===== src/design/pktdd_pkg.sv =====
// Package with shared constants, codes and types of the packet FIFO with duplicate filter.
package pktdd_pkg;

   localparam int DEPTH      = 64;
   localparam int ID_WIDTH   = 16;
   localparam int TIME_WIDTH = 32;

   localparam int CAP_WIDTH   = 7;
   localparam int COUNT_WIDTH = 7;
   localparam int MODE_WIDTH  = 2;

   localparam logic [CAP_WIDTH-1:0]   CAP_RESET = 7'd64;
   localparam logic [COUNT_WIDTH-1:0] COUNT_MAX = 7'd127;

   localparam logic [MODE_WIDTH-1:0] MODE_ADD     = 2'd0;
   localparam logic [MODE_WIDTH-1:0] MODE_FORWARD = 2'd1;
   localparam logic [MODE_WIDTH-1:0] MODE_COUNT   = 2'd2;

   typedef struct packed {
      logic shift;
      logic write;
      logic add_mode;
   } cell_ctrl_type;

endpackage


===== src/design/pktdd_cell.sv =====
// One storage cell of the packet chain: holds a packet, compares it and adds to the running count.
module pktdd_cell #(
   parameter int IDX        = 0,
   parameter int ID_WIDTH   = pktdd_pkg::ID_WIDTH,
   parameter int TIME_WIDTH = pktdd_pkg::TIME_WIDTH,
   parameter int OCC_W      = 7,
   parameter int CNT_W      = 7
) (
   input  logic                     clock,
   input  logic                     reset,
   input  pktdd_pkg::cell_ctrl_type ctrl,
   input  logic [OCC_W-1:0]         occupancy,
   input  logic [ID_WIDTH-1:0]      q_source,
   input  logic [ID_WIDTH-1:0]      q_destination,
   input  logic [TIME_WIDTH-1:0]    q_timestamp,
   input  logic [TIME_WIDTH-1:0]    q_start_time,
   input  logic [TIME_WIDTH-1:0]    q_end_time,
   input  logic [ID_WIDTH-1:0]      nb_source,
   input  logic [ID_WIDTH-1:0]      nb_destination,
   input  logic [TIME_WIDTH-1:0]    nb_timestamp,
   input  logic                     tok_i,
   input  logic [CNT_W-1:0]         cnt_i,
   output logic                     tok_o,
   output logic [CNT_W-1:0]         cnt_o,
   output logic [ID_WIDTH-1:0]      ent_source,
   output logic [ID_WIDTH-1:0]      ent_destination,
   output logic [TIME_WIDTH-1:0]    ent_timestamp
);

   logic [ID_WIDTH-1:0]   src_ff;
   logic [ID_WIDTH-1:0]   dst_ff;
   logic [TIME_WIDTH-1:0] ts_ff;
   logic                  tok_ff;
   logic [CNT_W-1:0]      cnt_ff;
   logic [CNT_W-1:0]      cnt_in;
   logic                  live;
   logic                  hit_dup;
   logic                  hit_cnt;
   logic                  hit;

   assign live    = occupancy > OCC_W'(IDX);
   assign hit_dup = live && (src_ff == q_source) && (dst_ff == q_destination) &&
                    (ts_ff == q_timestamp);
   assign hit_cnt = live && (dst_ff == q_destination) && (ts_ff >= q_start_time) &&
                    (ts_ff <= q_end_time);
   assign hit     = ctrl.add_mode ? hit_dup : hit_cnt;
   assign cnt_in  = cnt_i + CNT_W'(hit);

   always_ff @(posedge clock) begin
      if (ctrl.write && (occupancy == OCC_W'(IDX))) begin
         src_ff <= q_source;
         dst_ff <= q_destination;
         ts_ff  <= q_timestamp;
      end else if (ctrl.shift) begin
         src_ff <= nb_source;
         dst_ff <= nb_destination;
         ts_ff  <= nb_timestamp;
      end
   end

   always_ff @(posedge clock) begin
      if (reset) begin
         tok_ff <= 1'b0;
      end else begin
         tok_ff <= tok_i;
      end
   end

   always_ff @(posedge clock) begin
      cnt_ff <= cnt_in;
   end

   assign tok_o           = tok_ff;
   assign cnt_o           = cnt_ff;
   assign ent_source      = src_ff;
   assign ent_destination = dst_ff;
   assign ent_timestamp   = ts_ff;

endmodule


===== config.mk =====
export PLATFORM = sky130hd
export DESIGN_NAME = pktdd_cell
export DESIGN_NICKNAME = d
export VERILOG_FILES = /design/src/design/pktdd_pkg.sv /design/src/design/pktdd_cell.sv
export SDC_FILE = /design/constraint.sdc
export NUM_CORES = 1
export LEC_CHECK = 0
export BUFFER_PORTS_ARGS = -buffer_cell sky130_fd_sc_hd__buf_2
export CAP_MARGIN = 20
export CORE_AREA = 2 2 128 130
export DETAILED_ROUTE_END_ITERATION = 7
export DIE_AREA = 0 0 130 132
export PLACE_DENSITY = 0.62
export SETUP_SLACK_MARGIN = 0.1
export SYNTH_ARGS = -nofsm -noshare
export SYNTH_HDL_FRONTEND = slang
export SYNTH_SLANG_ARGS = --single-unit

===== constraint.sdc =====
create_clock -name clock -period 4.3 [get_ports clock]
set_input_delay 0.43 -clock clock [delete_from_list [all_inputs] [get_ports clock]]
set_output_delay 0.43 -clock clock [all_outputs]
set_load 0.05 [all_outputs]

==> results.md, run 1 <==
* Wire per inst at 17.2 um
* Synthesized Nets at 763
* Synthesis-to-finish area growth at 37.2%
* Commonest non-fill, non-tap cells in the layout: 283 x buf_2, 70 x inv_1, 66 x ha_1
* Die W at 130 um
* HP Class: input pin to flip-flop
* Via density at 4.66
* Fraction of the mapped netlist area in compound gates at 6.65%
* # IOs at 284
* Pre-CTS setup slack at 0.728 ns
* Gate power share at 26.4%
* Crit. End Element: flip-flop
* Postcts setup bufs at 0
* Sequential share of the synthesized area at 38.3%
* Top post-synthesis cells by area: edfxtp_1 35%, ha_1 15%, mux2_2 7.7%
* CTS buffer count at 9
* Peak Freq at 286 MHz
* Synthesis Warnings at 0
* Mapped Area at 0.00544 mm^2
* Sequential Power Share at 35.6%
* Yosys cell types at 38
* Most common cell on crit path: ha_1
* Total power at 2.47 mW
* Fin Clk Skew at 0.00494 ns
* EDFF count, synth at 64
* Post-DP HPWL at 14.2 mm
* Minimum clock period at 3.50 ns
* Total congestion overflow at 0
* Port buffer count at 283
* Critical Path AT at 3.73 ns
* CTS max path bufs at 2
* RD Place Congestion at 0.863
* Routed WL at 17.1 mm
* Multiplexer share of the synthesized area at 14.6%
* Internal at 1.70 mW
* Total Routing Usage GR at 20.1%
* Share of cells above drive strength 1 at 47.0%
* Synth Area in XOR/XNOR at 9.67%
* Worst-Margin Slew at 1.03 ns
* Final ANT Viol Nets at 0
* Final WS setup at 0.800 ns
* Slowest cell on crit path: a2111oi_0
* CP required at 4.53 ns
* Resized cells post-CTS at 0
* Power Dens Cells at 332 mW/mm^2
* Top cell type's share of synthesized area at 35.4%
* VDD IR max at 165 uV
* Switching part of the total at 31.2%
* Worst R2R Setup Slack at 0.80 ns
* Post-Syn Area per Cell at 11.2 um^2
* Max Cap Viol at 0
* Core area at 0.0157 mm^2
* Antenna violations before repair at 2
* Largest net degree at the start of global routing at 67
* Final core utilization at 47.5%
* Std cell rows at 46
* Synth Area in Simple Gates at 9.69%
* Final setup vio count at 0
* H-Tree Level Count at 3
* Worst-path cell chain: ha_1 -> a21oi_1 -> o21ai_0 -> a221o_1 -> a2111oi_0 -> o21ai_0 -> a311oi_1 -> ha_1 -> ha_1 -> and3_1 -> nand3_1 -> xnor2_1
* Synth area leader: edfxtp_1
* Cell Count, Final, Fillers Out at 996
* Commonest non-fill, non-tap cell in the layout: buf_2
* Clk sink count at 72
* Status: finished, final reports clean
* CP max FO at 4
* Drt first-iter violations at 79
* Initial core utilization at 34.6%
* Post-Synthesis Cells at 485
* Global-route wire length before repair at 25.8 mm
* Leakage at 3.78 nW
* Fin area at 0.00746 mm^2
* Die Ht at 132 um
* Main combinational cell family by area after synthesis: adder cells
* Unrepaired setup endpoints after global routing: false
* Yosys reg bits at 72
* Clock power frac at 38.0%
* Final Hold Vio Count at 0
* Worst-path clk slew at 0.06 ns
* Ys async rst share at 0%
* Crit-path max cell delay at 0.51 ns
* Clock Latency Late Sink at 0.34 ns
* CTS Root Cell: clkbuf_16
* Max_slew headroom at 31.3%
* DR pass1 iterations at 4
* Switching pwr at 0.771 mW
* Slew Limit Fails at 0
* Startpoint Class: flip-flop
* CP Class: flip-flop to flip-flop
* Fin nets at 1052
* Min Hold Slack at 0.240 ns
* Die area at 0.0172 mm^2
* Vias in the first global route at 4915
* Synth Flop Type: edfxtp_1
* Number of remaining DRC errors at 0
* Dpl cell area at 0.00709 mm^2
* Adder-cell share of the synthesized area at 15.2%
* DP Cell Count at 979
* CTS tree: done
* Final Cycle Share at 81.4%
* Setup TNS at 0 ns
* Hold buffers post-CTS at 0
* Via count at 4643
==> flip-flops by register name (all words and copies together) (netlist names) <==
signal / cells
ent_timestamp: 32
ent_destination: 16
ent_source: 16
cnt_o: 7
tok_o: 1
==> cell usage after synthesis (4+ instances only) <==
cell type and n:
buf_6 4, mux2_2 37, inv_1 70, nand2_1 21, nand2b_1 9, xor2_1 41, dfxtp_1 8, mux2_4 25
nand3_1 12, o21ai_0 11, a21oi_1 25, nor2b_1 5, xnor2_1 19, ha_1 66, nand4_1 14, edfxtp_1 64
nor4_1 13, nor2_1 5, a221oi_1 5
==> critical path, delay by kind of cell (launching register included) <==
family	cells	cell delay, ns
AOI/OAI and AO/OA	6	1.76
adders and majority gates	3	0.78
DFF	1	0.45
and+or+nand+nor	2	0.27
xor gates and xnor gates	1	0.12
==> area by class of cell <==
class	count	area (um^2)
Antenna cell	1	2.50
Multi-Input combinational cell	336	3050
Tap cell	216	270
Inverter	70	263
Clock buffer	11	233
Sequential cell	72	2080
Fill cell	1528	8260
Timing Repair Buffer	285	1430
Clock inverter	5	129
==> routing by layer <==
metal	vias up	global-route usage [%]	routed length, um
met5	-	0	8
met4	2	7.53	449
met3	33	5.19	1190
met2	181	35.8	8520
met1	2081	22.8	6940
li1	2346	-	-
==> power groups by stage <==
stage          combinational, mW  clock, mW  sequential (mW)
2_1_floorplan              0.228          0             1.07
5_1_grt                    0.714      0.982            0.890
3_3_place_gp               0.652          0            0.894
6_report                   0.652      0.940            0.881
3_5_place_dp               0.656          0            0.895
4_1_cts                    0.660      0.958            0.882
==> cell families (layout without fill, tap and decap cells) <==
| kind of cell | after synthesis | after routing |
|---|---|---|
| AO/OA/AOI/OAI | 57 | 57 |
| XOR/XNOR | 60 | 60 |
| adder cells (fa/ha/maj) | 66 | 66 |
| buffers and inverters | 77 | 371 |
| flip-flops | 72 | 72 |
| multiplexers | 62 | 62 |
| other | 0 | 1 |
| AND/OR/NAND/NOR | 91 | 91 |
==> worst paths after layout <==
path	from	endpoint	cells past startpoint
max	ent_timestamp[19]$_DFFE_PP_	cnt_o[6]$_DFF_P_	12
min reg2reg	ent_destination[15]$_DFFE_PP_	cnt_o[0]$_DFF_P_	6
min	reset	tok_o$_SDFF_PP0_	2
max reg2reg	ent_timestamp[19]$_DFFE_PP_	cnt_o[6]$_DFF_P_	12
Note: power is estimated with default switching activity, not from simulation.
==> inputs of run 2 (changes only) <==
- PLACE_DENSITY: 0.62 -> 0.64
- clock period: 4.3 -> 3.1 ns (I/O delays scaled with it)
==> results.md, run 2 (synthesis gave the netlist of run 1 again) <==
* Antenna violations before repair at 4 (+2)
* HP Class: input pin to flip-flop
* Peak Freq at 343 MHz (+20%)
* CTS tree: done
* Max_slew headroom at 62.7% (+31 points)
* Leakage at 3.95 nW (+4.4%)
* RD Place Congestion at 0.914 (+6.0%)
* Fin nets at 1082 (+2.9%)
* # IOs at 284 (unchanged)
* Unrepaired setup endpoints after global routing: true
* CTS buffer count at 9 (unchanged)
* CP bufs+invs at 3 (+3)
* Vias in the first global route at 4903 (-0.24%)
* VDD IR max at 219 uV (+33%)
* Setup TNS at 0 ns (unchanged)
* Wire per inst at 17.1 um (-0.53%)
* Port buffer count at 283 (unchanged)
* Total Routing Usage GR at 20.5% (+0.38 points)
* Cell Count, Final, Fillers Out at 1027 (+3.1%)
* Dpl cell area at 0.00730 mm^2 (+2.9%)
* Die W at 130 um (unchanged)
* Final Hold Vio Count at 0 (unchanged)
* Core area at 0.0157 mm^2 (unchanged)
* Max Cap Viol at 0 (unchanged)
* Post-DP HPWL at 14.9 mm (+5.1%)
* Via density at 4.64 (-0.39%)
* Final setup vio count at 0 (unchanged)
* Clock Latency Late Sink at 0.35 ns (about the same)
* Total congestion overflow at 0 (unchanged)
* DP Cell Count at 1000 (+2.1%)
* Max FFs per register at 32 (unchanged)
* Fin Clk Skew at 0.00734 ns (+0.00240 ns)
* CP delay by family, top: simple AND/OR/NAND/NOR gates
* CTS Root Cell: clkbuf_16
* Synthesis-to-finish area growth at 44.3%
* Global-route wire length before repair at 26.1 mm (+1.0%)
* Worst-path cell chain: buf_6 -> ha_4 -> nand4_1 -> nor4_4 -> buf_4 -> nand2_2 -> a21oi_2 -> a221oi_2 -> a311oi_1 -> buf_4 -> ha_4 -> ha_4 -> and3_4 -> nand3_2 -> xnor2_1
* Most common cell on crit path: ha_4
* Initial core utilization at 34.6% (unchanged)
* Slowest cell on crit path: edfxtp_1
* CP required at 3.34 ns (-1.19 ns)
* H-Tree Level Count at 3 (unchanged)
* Std cell rows at 46 (unchanged)
* Worst-Margin Slew at 0.560 ns (-0.470 ns)
* Slew Limit Fails at 0 (unchanged)
* Worst-path clk slew at 0.06 ns (about the same)
* Die Ht at 132 um (unchanged)
* Status: finished, final reports clean
* Routed WL at 17.5 mm (+2.6%)
* Via count at 4769 (+2.7%)
* Crit. End Element: flip-flop
* Hold buffers post-CTS at 0 (unchanged)
* Die area at 0.0172 mm^2 (unchanged)
* Commonest non-fill, non-tap cells in the layout: 283 x buf_2, 70 x inv_1, 64 x edfxtp_1
* CP max FO at 4 (unchanged)
* Fin area at 0.00785 mm^2 (+5.2%)
* Drt first-iter violations at 113 (+43%)
* Startpoint Class: flip-flop
* Largest net degree at the start of global routing at 37 (-45%)
* Number of remaining DRC errors at 0 (unchanged)
* Final Cycle Share at 94.0% (+13 points)
* CTS max path bufs at 2 (unchanged)
* DR pass1 iterations at 4 (unchanged)
* Critical Path AT at 3.15 ns (-0.58 ns)
* Power Dens Cells at 436 mW/mm^2 (+32%)
* Final ANT Viol Nets at 0 (unchanged)
* Final core utilization at 49.9% (+2.5 points)
* Crit-path max cell delay at 0.43 ns (-0.08 ns)
* Commonest non-fill, non-tap cell in the layout: buf_2
* Minimum clock period at 2.91 ns (-0.586 ns)
* Share of cells above drive strength 1 at 51.5% (+4.6 points)
* CP Class: flip-flop to flip-flop
* Clk sink count at 72 (unchanged)
[run 2: layer usage]
metal	GRT usage [%]	up-vias	share of wire, %
met1	23.9	2134	40
met3	4.59	32	6.9
li1	-	2406	-
met2	36.2	193	50
met4	7.83	4	2.5
met5	0	-	0.14
[run 2: per-stage QoR]
| step | hold WS (ns) | setup WS, ns | power (mW) |
|---|---|---|---|
| 2_1_floorplan | 0.382 | 0.00580 | 1.80 |
| 3_3_place_gp | 0.467 | -0.0135 | 2.18 |
| 3_5_place_dp | 0.473 | -0.0262 | 2.19 |
| 4_1_cts | 0.0982 | 0.0935 | 3.44 |
| 5_1_grt | 0.123 | -0.0130 | 3.59 |
| 6_report | 0.111 | 0.186 | 3.42 |
[run 2: worst paths after layout]
check                               start  slack (ns)  cells after the start          endpoint
max           ent_timestamp[27]$_DFFE_PP_        0.19                     15  cnt_o[6]$_DFF_P_
min                                 reset        0.11                      2  tok_o$_SDFF_PP0_
max reg2reg   ent_timestamp[27]$_DFFE_PP_        0.19                     15  cnt_o[6]$_DFF_P_
min reg2reg  ent_destination[3]$_DFFE_PP_        1.17                      6  cnt_o[0]$_DFF_P_
[run 2: power breakdown]
group / switching (mW) / total, mW / internal (mW)
clock: 0.437 / 1.23 / 0.792
sequential: 0.0630 / 1.21 / 1.14
combinational: 0.602 / 0.985 / 0.383
[run 2: layout make-up]
class / instances / area (um^2)
clock inverters: 6 / 116
repair buffers: 315 / 1690
fillers: 1476 / 7870
diodes: 2 / 5.00
well taps: 216 / 270
flip-flops and latches: 72 / 2080
multi-input cells: 336 / 3200
clock buffers: 10 / 229
inverters: 70 / 263
[run 2: repair_timing]
| item | in CTS | in global routing |
|---|---|---|
| endpoints found under the setup margin | 3 | 4 |
| setup buffers | 3 | 6 |
| cloned | 0 | 0 |
| gates resized for setup | 8 | 16 |
| pin swaps | 1 | 14 |
